`src/hht_pkg.sv`:
```
`default_nettype none

package hht_pkg;

  // Width of the decimal accumulator; the reported value is cut to NUMERIC_W bits
  localparam int unsigned VALUE_WIDTH = 16;
  localparam int unsigned NUMERIC_W   = 16;
  localparam int unsigned PHASE_W     = 4;

  // Field phases, also used as the field tag of a result
  localparam logic [PHASE_W-1:0] PH_METHOD = 4'd0;
  localparam logic [PHASE_W-1:0] PH_URI    = 4'd1;
  localparam logic [PHASE_W-1:0] PH_QUERY  = 4'd2;
  localparam logic [PHASE_W-1:0] PH_PROTO  = 4'd3;
  localparam logic [PHASE_W-1:0] PH_MAJOR  = 4'd4;
  localparam logic [PHASE_W-1:0] PH_MINOR  = 4'd5;
  localparam logic [PHASE_W-1:0] PH_STATUS = 4'd6;
  localparam logic [PHASE_W-1:0] PH_TEXT   = 4'd7;
  localparam logic [PHASE_W-1:0] PH_KEY    = 4'd8;
  localparam logic [PHASE_W-1:0] PH_VALUE  = 4'd9;
  localparam logic [PHASE_W-1:0] PH_BODY   = 4'd10;

  // Message kinds
  localparam logic KIND_REQUEST  = 1'b0;
  localparam logic KIND_RESPONSE = 1'b1;

  // Delimiter characters
  localparam logic [7:0] CH_CR    = 8'h0D;
  localparam logic [7:0] CH_LF    = 8'h0A;
  localparam logic [7:0] CH_SPACE = 8'h20;
  localparam logic [7:0] CH_SLASH = 8'h2F;
  localparam logic [7:0] CH_DOT   = 8'h2E;
  localparam logic [7:0] CH_COLON = 8'h3A;
  localparam logic [7:0] CH_QMARK = 8'h3F;
  localparam logic [7:0] CH_ZERO  = 8'h30;
  localparam logic [7:0] CH_NINE  = 8'h39;

  localparam logic [VALUE_WIDTH-1:0] VALUE_MAX = {VALUE_WIDTH{1'b1}};

  typedef struct packed {
    logic [PHASE_W-1:0]     phase;
    logic                   cr_seen;
    logic                   in_query;
    logic [VALUE_WIDTH-1:0] acc;
    logic                   stopped;
  } parse_state_t;

  typedef struct packed {
    logic [7:0]           out_byte;
    logic [3:0]           field_tag;
    logic                 is_content;
    logic [NUMERIC_W-1:0] numeric_value;
    logic                 headers_complete;
  } token_t;

endpackage

`default_nettype wire

```
`src/hht_in_if.sv`:
```
`default_nettype none

interface hht_in_if;
  logic       valid;
  logic       ready;
  logic [7:0] in_byte;
  logic       start_of_message;

  modport source (output valid, output in_byte, output start_of_message, input ready);
  modport sink   (input valid, input in_byte, input start_of_message, output ready);
endinterface

`default_nettype wire

```
`src/hht_out_if.sv`:
```
`default_nettype none

interface hht_out_if;
  logic        valid;
  logic        ready;
  logic [7:0]  out_byte;
  logic [3:0]  field_tag;
  logic        is_content;
  logic [15:0] numeric_value;
  logic        headers_complete;

  modport source (output valid, output out_byte, output field_tag, output is_content,
                  output numeric_value, output headers_complete, input ready);
  modport sink   (input valid, input out_byte, input field_tag, input is_content,
                  input numeric_value, input headers_complete, output ready);
endinterface

`default_nettype wire

```
`src/http_header_tokenizer.sv`:
```
`default_nettype none

// Channel   Dir  Payload                                                    Transfer
// in_i      in   in_byte[8], start_of_message[1]                           valid & ready
// out_o     out  out_byte[8], field_tag[4], is_content[1],
//                numeric_value[16], headers_complete[1]                    valid & ready
// cfg       in   cfg_wr_data_i[1] = message_kind                            cfg_wr_en_i
//
// One byte per cycle: each accepted byte updates the parse state in the same
// cycle, and its token (if any) lands in the output register on that edge.
// The output register frees on the transfer that drains it, so a byte is taken
// while a token waits, as long as out_o.ready is high. Before the body, CR, stray
// LF and CR LF outside the known end-of-line phases produce no token.
// Reset clears the parse state to the method phase and message_kind to request.

module http_header_tokenizer
  import hht_pkg::*;
(
  input  var logic     clk_i,
  input  var logic     rst_ni,
  input  var logic     cfg_wr_en_i,
  input  var logic     cfg_wr_data_i,
  hht_in_if.sink       in_i,
  hht_out_if.source    out_o
);

  logic         kind_q;
  parse_state_t state_q;
  parse_state_t state_d;
  logic         emit;
  token_t       token;
  token_t       token_q;
  logic         out_valid_q;
  logic         in_fire;

  // Take a new byte whenever the output register is empty or draining
  assign in_i.ready = !out_valid_q || out_o.ready;
  assign in_fire    = in_i.valid && in_i.ready;

  hht_step u_step (
    .state_i   (state_q),
    .kind_i    (kind_q),
    .byte_i    (in_i.in_byte),
    .restart_i (in_i.start_of_message),
    .state_o   (state_d),
    .emit_o    (emit),
    .token_o   (token)
  );

  always_ff @(posedge clk_i or negedge rst_ni) begin
    if (!rst_ni) begin
      kind_q <= KIND_REQUEST;
    end else if (cfg_wr_en_i) begin
      kind_q <= cfg_wr_data_i;
    end
  end

  // Advance the parse state on every accepted byte
  always_ff @(posedge clk_i or negedge rst_ni) begin
    if (!rst_ni) begin
      state_q <= '{phase: PH_METHOD, cr_seen: 1'b0, in_query: 1'b0,
                   acc: '0, stopped: 1'b0};
    end else if (in_fire) begin
      state_q <= state_d;
    end
  end

  // Output register: drop on transfer, load when the byte yields a token
  always_ff @(posedge clk_i or negedge rst_ni) begin
    if (!rst_ni) begin
      out_valid_q <= 1'b0;
    end else if (in_fire && emit) begin
      out_valid_q <= 1'b1;
    end else if (out_o.ready) begin
      out_valid_q <= 1'b0;
    end
  end

  always_ff @(posedge clk_i) begin
    if (in_fire && emit) begin
      token_q <= token;
    end
  end

  assign out_o.valid            = out_valid_q;
  assign out_o.out_byte         = token_q.out_byte;
  assign out_o.field_tag        = token_q.field_tag;
  assign out_o.is_content       = token_q.is_content;
  assign out_o.numeric_value    = token_q.numeric_value;
  assign out_o.headers_complete = token_q.headers_complete;

endmodule

`default_nettype wire

```
`src/hht_step.sv`:
```
`default_nettype none

module hht_step
  import hht_pkg::*;
(
  input  var parse_state_t state_i,
  input  var logic         kind_i,
  input  var logic [7:0]   byte_i,
  input  var logic         restart_i,
  output parse_state_t     state_o,
  output logic             emit_o,
  output token_t           token_o
);

  parse_state_t             st;
  logic                     end_hit;
  logic [PHASE_W-1:0]       end_next;
  logic                     end_done;
  logic                     content_hit;
  logic [PHASE_W-1:0]       content_tag;
  logic                     acc_en;
  logic                     is_digit;
  logic [VALUE_WIDTH+3:0]   acc_ext;
  logic                     numeric;

  // Restart takes effect before the byte is handled
  always_comb begin
    st = state_i;
    if (restart_i) begin
      st.phase    = (kind_i == KIND_RESPONSE) ? PH_PROTO : PH_METHOD;
      st.in_query = 1'b0;
      st.acc      = '0;
      st.stopped  = 1'b0;
    end
  end

  assign is_digit = (byte_i >= CH_ZERO) && (byte_i <= CH_NINE);
  assign acc_ext  = ({4'b0000, st.acc} << 3) + ({4'b0000, st.acc} << 1)
                  + {{VALUE_WIDTH{1'b0}}, byte_i[3:0]};
  assign numeric  = (st.phase == PH_MAJOR) || (st.phase == PH_MINOR) ||
                    (st.phase == PH_STATUS);

  always_comb begin
    end_hit     = 1'b0;
    end_next    = st.phase;
    end_done    = 1'b0;
    content_hit = 1'b0;
    content_tag = st.phase;
    acc_en      = 1'b0;
    state_o     = st;

    if (st.phase >= PH_BODY) begin
      content_hit = 1'b1;
      content_tag = PH_BODY;
    end else if (byte_i == CH_CR) begin
      state_o.cr_seen = 1'b1;
    end else if (byte_i == CH_LF) begin
      if (st.cr_seen) begin
        if ((st.phase == PH_MINOR && kind_i == KIND_REQUEST) ||
            st.phase == PH_TEXT || st.phase == PH_VALUE) begin
          end_hit  = 1'b1;
          end_next = PH_KEY;
        end else if (st.phase == PH_KEY) begin
          end_hit  = 1'b1;
          end_next = PH_BODY;
          end_done = 1'b1;
        end
      end
    end else begin
      content_hit = 1'b1;
      case (st.phase)
        PH_METHOD: begin
          if (byte_i == CH_SPACE) begin
            end_hit  = 1'b1;
            end_next = PH_URI;
          end
        end
        PH_URI: begin
          if (byte_i == CH_SPACE) begin
            end_hit  = 1'b1;
            end_next = PH_PROTO;
          end else if (byte_i == CH_QMARK && !st.in_query) begin
            end_hit  = 1'b1;
            end_next = PH_QUERY;
            state_o.in_query = 1'b1;
          end
        end
        PH_QUERY: begin
          if (byte_i == CH_SPACE) begin
            end_hit  = 1'b1;
            end_next = PH_PROTO;
          end
        end
        PH_PROTO: begin
          if (byte_i == CH_SLASH) begin
            end_hit  = 1'b1;
            end_next = PH_MAJOR;
          end
        end
        PH_MAJOR: begin
          if (byte_i == CH_DOT) begin
            end_hit  = 1'b1;
            end_next = PH_MINOR;
          end else begin
            acc_en = 1'b1;
          end
        end
        PH_MINOR: begin
          if (byte_i == CH_SPACE && kind_i == KIND_RESPONSE) begin
            end_hit  = 1'b1;
            end_next = PH_STATUS;
          end else begin
            acc_en = 1'b1;
          end
        end
        PH_STATUS: begin
          if (byte_i == CH_SPACE) begin
            end_hit  = 1'b1;
            end_next = PH_TEXT;
          end else begin
            acc_en = 1'b1;
          end
        end
        PH_KEY: begin
          if (byte_i == CH_COLON) begin
            end_hit  = 1'b1;
            end_next = PH_VALUE;
          end
        end
        default: ;
      endcase
    end

    // Digits build the value until the first non-digit of the field
    if (acc_en && !st.stopped) begin
      if (is_digit) begin
        if (acc_ext > {4'b0000, VALUE_MAX}) begin
          state_o.acc = VALUE_MAX;
        end else begin
          state_o.acc = acc_ext[VALUE_WIDTH-1:0];
        end
      end else begin
        state_o.stopped = 1'b1;
      end
    end

    token_o = '0;
    emit_o  = 1'b0;
    if (end_hit) begin
      emit_o                   = 1'b1;
      token_o.field_tag        = st.phase;
      token_o.numeric_value    = numeric ? NUMERIC_W'(st.acc) : '0;
      token_o.headers_complete = end_done;
      state_o.phase            = end_next;
      state_o.acc              = '0;
      state_o.stopped          = 1'b0;
    end else if (content_hit) begin
      emit_o             = 1'b1;
      token_o.out_byte   = byte_i;
      token_o.field_tag  = content_tag;
      token_o.is_content = 1'b1;
    end
  end

endmodule

`default_nettype wire

```
`src/flat_wrapper.sv`:
```
// flat-port wrapper written by rule: the top's interface ports become plain ports
module http_header_tokenizer_flat import hht_pkg::*;
  (clk_i, rst_ni, cfg_wr_en_i, cfg_wr_data_i, in_i_valid, in_i_in_byte, in_i_start_of_message, in_i_ready, out_o_valid, out_o_out_byte, out_o_field_tag, out_o_is_content, out_o_numeric_value, out_o_headers_complete, out_o_ready);
  hht_in_if in_i_i ();
  hht_out_if out_o_i ();
  input  var logic clk_i;
  input  var logic rst_ni;
  input  var logic cfg_wr_en_i;
  input  var logic cfg_wr_data_i;
  input wire logic [$bits(in_i_i.valid)-1:0] in_i_valid;
  input wire logic [$bits(in_i_i.in_byte)-1:0] in_i_in_byte;
  input wire logic [$bits(in_i_i.start_of_message)-1:0] in_i_start_of_message;
  output wire logic [$bits(in_i_i.ready)-1:0] in_i_ready;
  output wire logic [$bits(out_o_i.valid)-1:0] out_o_valid;
  output wire logic [$bits(out_o_i.out_byte)-1:0] out_o_out_byte;
  output wire logic [$bits(out_o_i.field_tag)-1:0] out_o_field_tag;
  output wire logic [$bits(out_o_i.is_content)-1:0] out_o_is_content;
  output wire logic [$bits(out_o_i.numeric_value)-1:0] out_o_numeric_value;
  output wire logic [$bits(out_o_i.headers_complete)-1:0] out_o_headers_complete;
  input wire logic [$bits(out_o_i.ready)-1:0] out_o_ready;
  assign in_i_i.valid = in_i_valid;
  assign in_i_i.in_byte = in_i_in_byte;
  assign in_i_i.start_of_message = in_i_start_of_message;
  assign in_i_ready = in_i_i.ready;
  assign out_o_valid = out_o_i.valid;
  assign out_o_out_byte = out_o_i.out_byte;
  assign out_o_field_tag = out_o_i.field_tag;
  assign out_o_is_content = out_o_i.is_content;
  assign out_o_numeric_value = out_o_i.numeric_value;
  assign out_o_headers_complete = out_o_i.headers_complete;
  assign out_o_i.ready = out_o_ready;
  http_header_tokenizer u_core (.clk_i(clk_i), .rst_ni(rst_ni), .cfg_wr_en_i(cfg_wr_en_i), .cfg_wr_data_i(cfg_wr_data_i), .in_i(in_i_i), .out_o(out_o_i));
endmodule
```
`config.mk`:
```
export PLATFORM = sky130hd
export DESIGN_NAME = http_header_tokenizer_flat
export DESIGN_NICKNAME = d
export VERILOG_FILES = /design/src/hht_pkg.sv /design/src/hht_in_if.sv /design/src/hht_out_if.sv /design/src/http_header_tokenizer.sv /design/src/hht_step.sv /design/src/flat_wrapper.sv
export SDC_FILE = /design/constraint.sdc
export NUM_CORES = 1
export LEC_CHECK = 0
export ABC_AREA = 1
export BUFFER_PORTS_ARGS = -buffer_cell sky130_fd_sc_hd__buf_2
export CORE_MARGIN = 2
export CORE_UTILIZATION = 54
export CTS_CLUSTER_SIZE = 20
export DETAILED_ROUTE_END_ITERATION = 12
export GPL_TIMING_DRIVEN = 0
export PLACE_DENSITY = 0.77
export SLEW_MARGIN = 25
export SYNTH_ARGS = -nofsm -noshare
export SYNTH_HDL_FRONTEND = slang
export SYNTH_SLANG_ARGS = --single-unit
export TNS_END_PERCENT = 1
```
`constraint.sdc`:
```
create_clock -name clk_i -period 3.1 [get_ports clk_i]
set_input_delay 0.31 -clock clk_i [delete_from_list [all_inputs] [get_ports clk_i]]
set_output_delay 0.31 -clock clk_i [all_outputs]
set_load 0.05 [all_outputs]
```
==> results of run 1 <==
==> per-layer routing <==
metal,global-route usage,vias to the layer above,share of wire
met4,0.0821,0,0.018
met1,0.386,2049,0.47
met5,0,-,0
li1,-,2224,-
met3,0.0297,17,0.045
met2,0.460,127,0.47
==> final cells by class <==
type,instances,area (um2)
buffer,14,78.8
multi-input combinational,502,2490
sequential,55,1530
inverter,95,357
clock inverter,3,26.3
tap,102,128
fill,750,2880
timing repair buffer,49,255
clock buffer,5,68.8
==> worst max-delay path: cells and delay by family (launching register included) <==
family,cells,cell delay [ps]
xor gates and xnor gates,1,190
adders and majority gates,2,780
buffers and inverters,2,220
DFF,1,420
and+or+nand+nor,13,1280
==> where the power goes <==
| group | leakage (uW) | switching [uW] | internal (uW) |
|---|---|---|---|
| clock | 0.0000495 | 269 | 169 |
| combinational | 0.00224 | 233 | 71.5 |
| sequential | 0.000630 | 18.3 | 810 |
==> cell families after synthesis <==
kind of cell | share of synthesized area
compound gates | 0.0508
xor+xnor | 0.0179
flops | 0.346
buf+inv | 0.0974
fa+ha+maj | 0.0926
simple gates | 0.395
==> cell usage in the layout (no fill, tap or decap), types with 4 or more instances in the layout <==
cell        n
nand4_1     5
nor2_1     79
edfxtp_1   30
nand3_1    75
buf_4       8
nand2_1   236
ha_1       31
clkbuf_1    5
inv_1      94
nor3_1      5
a21oi_1    13
o21ai_0    16
nor2_2      7
xor2_1      9
buf_2      49
clkbuf_8    5
dfrtp_1    25
nor2_4      4
nand2_2     5
==> through the flow <==
step           total power (uW)  instances  utilization
2_1_floorplan              1060        666            -
3_3_place_gp               1140        814        0.610
3_5_place_dp               1140        814        0.611
4_1_cts                    1570        823        0.628
5_1_grt                    1640        825        0.631
6_report                   1570        825        0.631
==> repair_timing <==
item	in CTS	in global routing
gates resized for setup	9	6
endpoints found under the setup margin	16	42
hold buffers	1	0
pin swaps	0	2
endpoints found under the hold margin	4	0
buffers inserted	0	2
==> path summary, 6_finish.rpt <==
check,start,to,cells past startpoint
min,cfg_wr_en_i,u_core.kind_q$_DFFE_PN0P_,2
max,u_core.state_q[1]$_DFFE_PN0P_,u_core.state_q[12]$_DFFE_PN0P_,18
min in group asynchronous,rst_ni,u_core.state_q[10]$_DFFE_PN0P_,2
max in group asynchronous,rst_ni,u_core.state_q[3]$_DFFE_PN0P_,2
max reg2reg,u_core.state_q[1]$_DFFE_PN0P_,u_core.state_q[12]$_DFFE_PN0P_,18
min reg2reg,u_core.state_q[15]$_DFFE_PN0P_,u_core.state_q[15]$_DFFE_PN0P_,2
==> registers in the layout (all words and copies together), names as in the netlist <==
name and count:
u_core.kind_q 1, u_core.out_o.field_tag 4, u_core.state_q 23, u_core.out_o.is_content 1, u_core.out_o.valid 1, u_core.out_o.numeric_value 16
u_core.out_o.headers_complete 1, u_core.out_o.out_byte 8
==> metrics.yaml, run 1 <==
floorplanning:
  dieArea_um2: 8900
  core_area_um2: 7810
  die-height_um: 94.3
  die_w_um: 94.3
  ioPinCount: 47
  start_util: 0.564
  row_count: 32
power_and_ir_drop:
  p_leak_uw: 0.00292
  irDropWorstVdd_uv: 265
  powerDensity_nw_per_um2: 319
synth:
  yosysUniqueCellTypes: 31
  synthTopCellsByArea: "edfxtp_1 20%, nand2_1 20%, dfrtp_1 14%"
  synth_top_cell_area_share: 0.204
  synth.avg_cell_area_um2: 6.61
  ys_warn_count: 0
  syn_nets: 713
  ys_seq_area_frac: 0.346
  synthesis.area_um2: 4410
  synth_edf_count: 30
  synth_top_area_cell: "edfxtp_1"
  yosys-top-cells-count: "237 x nand2_1, 94 x inv_1, 87 x nor2_1"
  ys.flop_type: "edfxtp_1"
  yosysMostFrequentCell: "nand2_1"
  postSynthCellCount: 666
  async_reset_ff_frac: 0.455
  synth-seq-cells: 55
grt:
  grt_max_degree: 31
  grt_overflow: 0
  antenna_found_initial: 0
  grt_pass1_vias: 4128
  grt_use_total: 0.278
  grt_pass1_wl_um: 19500
timing:
  slew_headroom: 0.432
  tns_ps: 0
  fin_skew_ps: 19.3
  worst_hold_slack_ps: 213
  setup_ws_ps: 101
  setup_viol: 0
  worst_pin_slew_ps: 851
  min_period_over_period: 0.967
  hold_viol: 0
  fmax_mhz: 333
  post-route-min-period_ps: 3000
  rsz0062_at_grt: "true"
  maxSlewViolCount: 0
route:
  drc: 0
  wl_um: 11600
  vias_per_cell: 5.35
  firstDrtPassIters: 4
  final_antenna_net_count: 0
  vias: 4417
  wire_per_inst_um: 14.0
  first_iter_violations: 282
run:
  maxCapViolCount: 0
critical_path:
  slowest_stage: "fa_2"
  slowest_delay_ps: 450
  cp-end-kind: "flip-flop"
  cpMostUsedCell: "nand2_1"
  cp.arrival_ps: 3210
  rrSetupSlack_ps: 100
  start_kind: "flip-flop"
  worstSetupPathType: "reg -> reg"
  critPathMaxFanout: 10
  required_ps: 3310
  path_cells: "nand2_2 -> xor2_1 -> inv_1 -> ha_1 -> fa_2 -> nand3_1 -> nand3_1 -> nand2_1 -> nand2_1 -> nand2_1 -> nand2_1 -> nand2_1 -> nand2_1 -> nor2_4 -> buf_4 -> nand3_1 -> nand3_1 -> nand2_1"
placement:
  post_dp_cell_area_um2: 4770
  place.gp.congestion: 1.02
  dp_worst_setup_slack_ps: -867
  dp_hpwl_um: 9340
  port_buffers: 46
clocking:
  cts_tree: "yes"
  ctsHtreeMaxLevel: 2
  root_buffer: "clkbuf_8"
  cts_made_buffers: 5
  clockBufferDepth: 2
  clock_latency_ps: 320
  clk_pin_slew_worst_paths_ps: 120
  cts.sinks: 55
final_layout:
  areaGrowthSynthToFinish_pct: 11.9
  diodes: 0
  nNetsFinal: 769
  drive_gt1_frac: 0.119
  finalInstanceArea_um2: 4930
hold_path:
  hold_path.class: "in -> reg"
run_status:
  outcome: "finished clean"
Note: power is estimated with default switching activity, not from simulation.
==> inputs of run 2 (changes only) <==
--- a/config.mk
+++ b/config.mk
@@ -5,14 +5,15 @@
 export SDC_FILE = /design/constraint.sdc
 export NUM_CORES = 1
 export LEC_CHECK = 0
-export ABC_AREA = 1
 export BUFFER_PORTS_ARGS = -buffer_cell sky130_fd_sc_hd__buf_2
+export CAP_MARGIN = 20
 export CORE_MARGIN = 2
 export CORE_UTILIZATION = 54
 export CTS_CLUSTER_SIZE = 20
 export DETAILED_ROUTE_END_ITERATION = 12
 export GPL_TIMING_DRIVEN = 0
-export PLACE_DENSITY = 0.77
+export PLACE_DENSITY = 0.78
+export SETUP_SLACK_MARGIN = 0.3
 export SLEW_MARGIN = 25
 export SYNTH_ARGS = -nofsm -noshare
 export SYNTH_HDL_FRONTEND = slang
==> metrics.yaml, run 2 <==
run_status:
  outcome: "complete, but fails checks"
  failed_checks: "negative hold slack, negative setup slack"
final_layout:
  diodes: 0  # unchanged
  areaGrowthSynthToFinish_pct: 18.6
  layout_commonest_cell: "buf_2"
  drive_gt1_frac: 0.263  # +0.144
  finalNonFillerCells: 590  # -28%
  final_cell_mix: "50 x buf_2, 41 x nand2_1, 34 x o21ai_0"
  nNetsFinal: 537  # -30%
  largest_register_ffs: 23  # unchanged
  regMostFlops: "u_core.state_q"
grt:
  met2_usage: 0.388  # -0.0711
  grt_pass1_vias: 3417  # -17%
  grt_max_degree: 31  # unchanged
  grt_use_total: 0.251  # -0.0264
  busiest_layer: "met2"
  grtUsageMet1: 0.375  # -0.0108
  grt_overflow: 0  # unchanged
  antenna_found_initial: 0  # unchanged
  use_met3: 0.0360  # +0.00635
  grt_pass1_wl_um: 16800  # -14%
clocking:
  clk_pin_slew_worst_paths_ps: 110  # about the same
  clock_latency_ps: 320  # about the same
  ctsHtreeMaxLevel: 2  # unchanged
  cts_tree: "yes"
  cts_made_buffers: 5  # unchanged
  clockBufferDepth: 2  # unchanged
  cts.sinks: 55  # unchanged
  root_buffer: "clkbuf_8"
timing:
  fin_skew_ps: 16.5  # -2.88 ps
  hold_viol: 12  # +12
  worst_pin_slew_ps: 756  # -94.9 ps
  worst_hold_slack_ps: -11.7  # -225 ps
  slew_headroom: 0.495  # +0.0634
  setup_viol: 46  # +46
  rsz0062_at_grt: "true"
  maxSlewViolCount: 0  # unchanged
  post-route-min-period_ps: 3240  # +240 ps
  setup_ws_ps: -139  # -240 ps
  min_period_over_period: 1.04  # +0.0774
  tns_ps: -2330  # -2330 ps
  fmax_mhz: 309  # -7.4%
synth:
  postSynthCellCount: 430  # -35%
  yosysMostFrequentCell: "nand2_1"
  synth_edf_count: 30  # unchanged
  ys_seq_area_frac: 0.380  # +0.0337
  ys.flop_type: "edfxtp_1"
  synth_top_area_cell: "edfxtp_1"
  synthesis.area_um2: 4020  # -8.9%
  yosysUniqueCellTypes: 70  # +130%
  yosys-top-cells-count: "41 x nand2_1, 39 x o21ai_0, 31 x ha_1"
  async_reset_ff_frac: 0.455  # unchanged
  synth-seq-cells: 55  # unchanged
  synth.avg_cell_area_um2: 9.34  # +41%
  synthTopCellsByArea: "edfxtp_1 22%, dfrtp_1 16%, ha_1 9.7%"
  synth_top_cell_area_share: 0.224  # +0.0199
  ys_warn_count: 0  # unchanged
  syn_nets: 477  # -33%
placement:
  port_buffers: 44  # -4.3%
  dp_hpwl_um: 7300  # -22%
  dp_worst_setup_slack_ps: -718  # +148 ps
  dp.cells: 573  # -30%
  place.gp.congestion: 0.926  # -8.9%
power_and_ir_drop:
  power_uw: 1530  # -2.8%
  p_leak_uw: 0.00210  # -28%
  powerDensity_nw_per_um2: 320  # +0.62%
  irDropWorstVdd_uv: 158  # -40%
critical_path:
  cp-end-kind: "flip-flop"
  worstSetupPathType: "reg -> reg"
  critPathMaxFanout: 10  # unchanged
  start_kind: "flip-flop"
  cp.arrival_ps: 3450  # +240 ps
  required_ps: 3310  # about the same
route:
  final_antenna_net_count: 0  # unchanged
  wl_um: 9820  # -15%
  vias_per_cell: 6.18  # +16%
  wire_per_inst_um: 16.6  # +19%
  vias: 3649  # -17%
  drc: 0  # unchanged
  firstDrtPassIters: 6  # +2
  first_iter_violations: 339  # +20%
run:
  maxCapViolCount: 0  # unchanged
floorplanning:
  die-height_um: 90.2  # -4.3%
  dieArea_um2: 8140  # -8.5%
  row_count: 31  # -3.1%
  die_w_um: 90.2  # -4.3%
  core_area_um2: 7210  # -7.6%
  start_util: 0.557  # -0.00772
  ioPinCount: 47  # unchanged
hold_path:
  hold_path.class: "in -> async"
## run 2: worst paths after layout
kind,start,slack (ps),end,cells after the start
setup / recovery,u_core.state_q[1]$_DFFE_PN0P_,-140,u_core.state_q[3]$_DFFE_PN0P_,12
hold / removal,rst_ni,-10,u_core.kind_q$_DFFE_PN0P_,1
setup reg to reg,u_core.state_q[1]$_DFFE_PN0P_,-140,u_core.state_q[3]$_DFFE_PN0P_,12
hold reg to reg,u_core.state_q[6]$_DFFE_PN0P_,480,u_core.state_q[6]$_DFFE_PN0P_,2
max in group asynchronous,rst_ni,2690,u_core.state_q[16]$_DFFE_PN0P_,1
min in group clk_i,cfg_wr_data_i,210,u_core.kind_q$_DFFE_PN0P_,2
## run 2: cell type report
cell class              instances  area, um2
multi-input cells             343       2530
fillers                       597       2450
flip-flops and latches         55       1530
repair buffers                 53        288
plain buffers                  25        173
well taps                      99        124
clock buffers                   6       82.6
inverters                       7       26.3
clock inverters                 2       16.3
## run 2: power by group
group | internal [uW] | total [uW] | switching [uW]
clock network | 183 | 425 | 242
logic | 79.9 | 282 | 202
registers | 803 | 820 | 17.2
total | 1070 | 1530 | 461
## run 2: kinds of logic (layout without fill, tap and decap cells)
group | after synthesis | in the layout | share of synthesized area
xor gates and xnor gates | 11 | 11 | 0.0240
muxes | 2 | 2 | 0.00561
buffers and inverters | 32 | 93 | 0.0377
adders and majority gates | 32 | 32 | 0.102
DFF | 55 | 55 | 0.380
and+or+nand+nor | 178 | 178 | 0.256
AOI/OAI and AO/OA | 120 | 120 | 0.195
## run 2: critical path: stages, from the launching register on
cell and delay (ps):
dfrtp_1 410, nor2b_4 150, xor2_1 140, ha_1 350
fa_2 370, a211oi_2 210, o21bai_2 120, o21a_4 240
o41ai_4 230, mux2_4 390, buf_8 160, nor4_1 270
o21ai_1 100
## run 2: repair_timing
action | CTS | global route
setup endpoints to repair | 46 | 46
pin swaps | 5 | 3
setup buffers | 7 | 2
hold buffers | 0 | 0
gates resized for setup | 25 | 11
## run 2: routing by layer
metal | up-vias | part of all wire
li1 | 1729 | -
met1 | 1708 | 0.46
met2 | 185 | 0.44
met3 | 27 | 0.076
met4 | 0 | 0.021
met5 | - | 0
## run 2: through the flow
| stage | cell area [um2] | util |
|---|---|---|
| floorplan | 4120 | - |
| global placement | 4460 | 0.618 |
| detailed placement | 4470 | 0.619 |
| CTS | 4710 | 0.653 |
| global route | 4760 | 0.660 |
| finish | 4760 | 0.660 |
==> inputs of run 3 (changes only) <==
--- a/config.mk
+++ b/config.mk
@@ -5,14 +5,16 @@
 export SDC_FILE = /design/constraint.sdc
 export NUM_CORES = 1
 export LEC_CHECK = 0
+export ABC_AREA = 1
 export BUFFER_PORTS_ARGS = -buffer_cell sky130_fd_sc_hd__buf_2
 export CAP_MARGIN = 20
 export CORE_MARGIN = 2
-export CORE_UTILIZATION = 54
+export CORE_UTILIZATION = 56
+export CTS_BUF_LIST = sky130_fd_sc_hd__clkbuf_4 sky130_fd_sc_hd__clkbuf_8
 export CTS_CLUSTER_SIZE = 20
 export DETAILED_ROUTE_END_ITERATION = 12
 export GPL_TIMING_DRIVEN = 0
-export PLACE_DENSITY = 0.78
+export PLACE_DENSITY = 0.8
 export SETUP_SLACK_MARGIN = 0.3
 export SLEW_MARGIN = 25
 export SYNTH_ARGS = -nofsm -noshare
==> metrics.yaml, run 3 (synthesis results as in run 1) <==
run_status:
  outcome: "finished clean"
power_and_ir_drop:
  p_comb_frac: 0.202  # +0.017
  power_uw: 1590  # +4.4%
  intPower_uw: 1060  # -0.43%
  switching_share: 0.334  # +0.0320
  clkPwrFrac: 0.279  # about the same
  switching_power_uw: 532  # +15%
  sequentialPowerShare: 0.519  # -0.018
  p_leak_uw: 0.00301  # +43%
  powerDensity_nw_per_um2: 297  # -7.5%
  irDropWorstVdd_uv: 226  # +43%
floorplanning:
  die-height_um: 92.7  # +2.7%
  die_w_um: 92.7  # +2.7%
  start_util: 0.573  # +0.0165
  core_area_um2: 7690  # +6.6%
  row_count: 32  # +3.2%
  dieArea_um2: 8590  # +5.5%
  ioPinCount: 47  # unchanged
grt:
  grt_pass1_wl_um: 19200  # +15%
  antenna_found_initial: 0  # unchanged
  grt_max_degree: 26  # -16%
  grt_pass1_vias: 4247  # +24%
  grt_overflow: 0  # unchanged
  grt_use_total: 0.275  # +0.0239
route:
  final_antenna_net_count: 0  # unchanged
  wl_um: 12000  # +22%
  drc: 0  # unchanged
  vias_per_cell: 5.42  # -12%
  wire_per_inst_um: 14.3  # -14%
  vias: 4538  # +24%
  first_iter_violations: 315  # -7.1%
  firstDrtPassIters: 5  # -1
critical_path:
  cp.arrival_ps: 2980  # -470 ps
  crit_start: "u_core.state_q[1]$_DFFE_PN0P_"
  cp-end-kind: "flip-flop"
  rrSetupSlack_ps: 350  # +490 ps
  r2r-start: "u_core.state_q[1]$_DFFE_PN0P_"
  reg2reg_to: "u_core.state_q[11]$_DFFE_PN0P_"
  critPathMaxFanout: 10  # unchanged
  r2r_cells: 18  # +6
  worstSetupPathType: "reg -> reg"
  critPathCapture: "u_core.state_q[11]$_DFFE_PN0P_"
  required_ps: 3330  # +20 ps
  start_kind: "flip-flop"
timing:
  fmax_mhz: 364  # +18%
  setup_viol: 0  # -100%
  hold_viol: 0  # -12
  fin_skew_ps: 5.40  # -11.1 ps
  setup_ws_ps: 349  # +488 ps
  min_period_over_period: 0.887  # -0.157
  post-route-min-period_ps: 2750  # -488 ps
  maxSlewViolCount: 0  # unchanged
  rsz0062_at_grt: "true"
  worst_pin_slew_ps: 587  # -169 ps
  slew_headroom: 0.609  # +0.114
final_layout:
  final_cell_mix: "224 x nand2_1, 90 x inv_1, 74 x nor2_1"
  finalNonFillerCells: 838  # +42%
  layout_commonest_cell: "nand2_1"
  regMostFlops: "u_core.state_q"
  nNetsFinal: 782  # +46%
  post-route-util: 0.699  # +0.0385
  finalInstanceArea_um2: 5370  # +13%
  largest_register_ffs: 23  # unchanged
  diodes: 0  # unchanged
  drive_gt1_frac: 0.194  # -0.0684
  areaGrowthSynthToFinish_pct: 21.9
clocking:
  clock_latency_ps: 320  # about the same
  cts_made_buffers: 5  # unchanged
  clk_pin_slew_worst_paths_ps: 110  # about the same
  ctsHtreeMaxLevel: 2  # unchanged
  clockBufferDepth: 2  # unchanged
  root_buffer: "clkbuf_8"
  cts.sinks: 55  # unchanged
  cts_tree: "yes"
placement:
  dp.cells: 815  # +42%
  port_buffers: 46  # +4.5%
  place.gp.congestion: 1.03  # +11%
  post_dp_cell_area_um2: 4810  # +7.8%
  dp_hpwl_um: 8840  # +21%
  dp_worst_setup_slack_ps: -415  # +303 ps
hold_path:
  hold_path.class: "in -> reg"
run:
  maxCapViolCount: 0  # unchanged
run 3: cell count changes in the layout (fill, tap and decap cells not counted), sizes merged, moves of 7 or more:
| cell | previous run | this run |
|---|---|---|
| nand2 | 41 | 241 |
| inv | 7 | 96 |
| nand3 | 6 | 75 |
| nor2 | 21 | 90 |
| o21ai | 51 | 16 |
| nor2b | 21 | 0 |
| and3 | 19 | 0 |
| nor4 | 19 | 0 |
| nand2b | 10 | 0 |
| a21oi | 22 | 14 |
| and2 | 11 | 4 |
| clkbuf | 18 | 11 |
run 3: through the flow:
step / hold slack, ps / setup TNS [ps]
2_1_floorplan: 14.4 / 0
3_3_place_gp: 343 / -10290
3_5_place_dp: 348 / -4910
4_1_cts: 175 / 0
5_1_grt: 185 / 0
6_report: 172 / 0
run 3: timing repair:
action / 4_1_cts / 5_1_grt
hold buffers: 1 / 0
gates cloned: 0 / 1
pin swaps: 3 / 6
setup buffers: 4 / 9
gates resized for setup: 13 / 57
setup endpoints to repair: 16 / 30
hold endpoints to repair: 16 / 0
run 3: cell type report:
type	instances	area [um2]
Sequential cell	55	1530
Fill cell	641	2320
Clock buffer	5	68.8
Clock inverter	3	28.8
Timing Repair Buffer	62	394
Buffer	14	101
Tap cell	102	128
Multi-Input combinational cell	502	2760
Inverter	95	359
run 3: how the worst min path moves through the flow:
stage                           start                              to  cells after the start
after floorplan                rst_ni       u_core.kind_q$_DFFE_PN0P_                      0
after global placement         rst_ni  u_core.state_q[14]$_DFFE_PN0P_                      1
after detailed placement       rst_ni  u_core.state_q[12]$_DFFE_PN0P_                      1
after CTS                 cfg_wr_en_i       u_core.kind_q$_DFFE_PN0P_                      2
after global routing      cfg_wr_en_i       u_core.kind_q$_DFFE_PN0P_                      2
final                     cfg_wr_en_i       u_core.kind_q$_DFFE_PN0P_                      2
run 3: layer usage:
metal,track usage,wire length [um],vias to the layer above
li1,-,-,2244
met1,0.355,5000,2092
met2,0.484,5920,172
met3,0.0342,712,30
met4,0.0833,344,0
met5,0,0,-
run 3: worst max-delay path, stage by stage (launching register included):
cell	delay, ps
dfrtp_1	430
nand2_4	100
xor2_1	170
inv_1	90
ha_4	150
o21bai_1	180
ha_4	320
nand2_1	80
nor2_1	190
nand2_1	110
nand3_2	90
nand2_1	70
nand3_1	80
nand2_1	80
nor2_4	120
buf_6	150
nand3_1	100
nand3_1	90
nand2_1	50
run 3: power by group through the flow:
stage	sequential, uW	clock (uW)	combinational, uW
3_3_place_gp	842	0	293
4_1_cts	827	446	309
6_report	827	444	321
3_5_place_dp	842	0	306
5_1_grt	831	464	352
2_1_floorplan	926	0	131
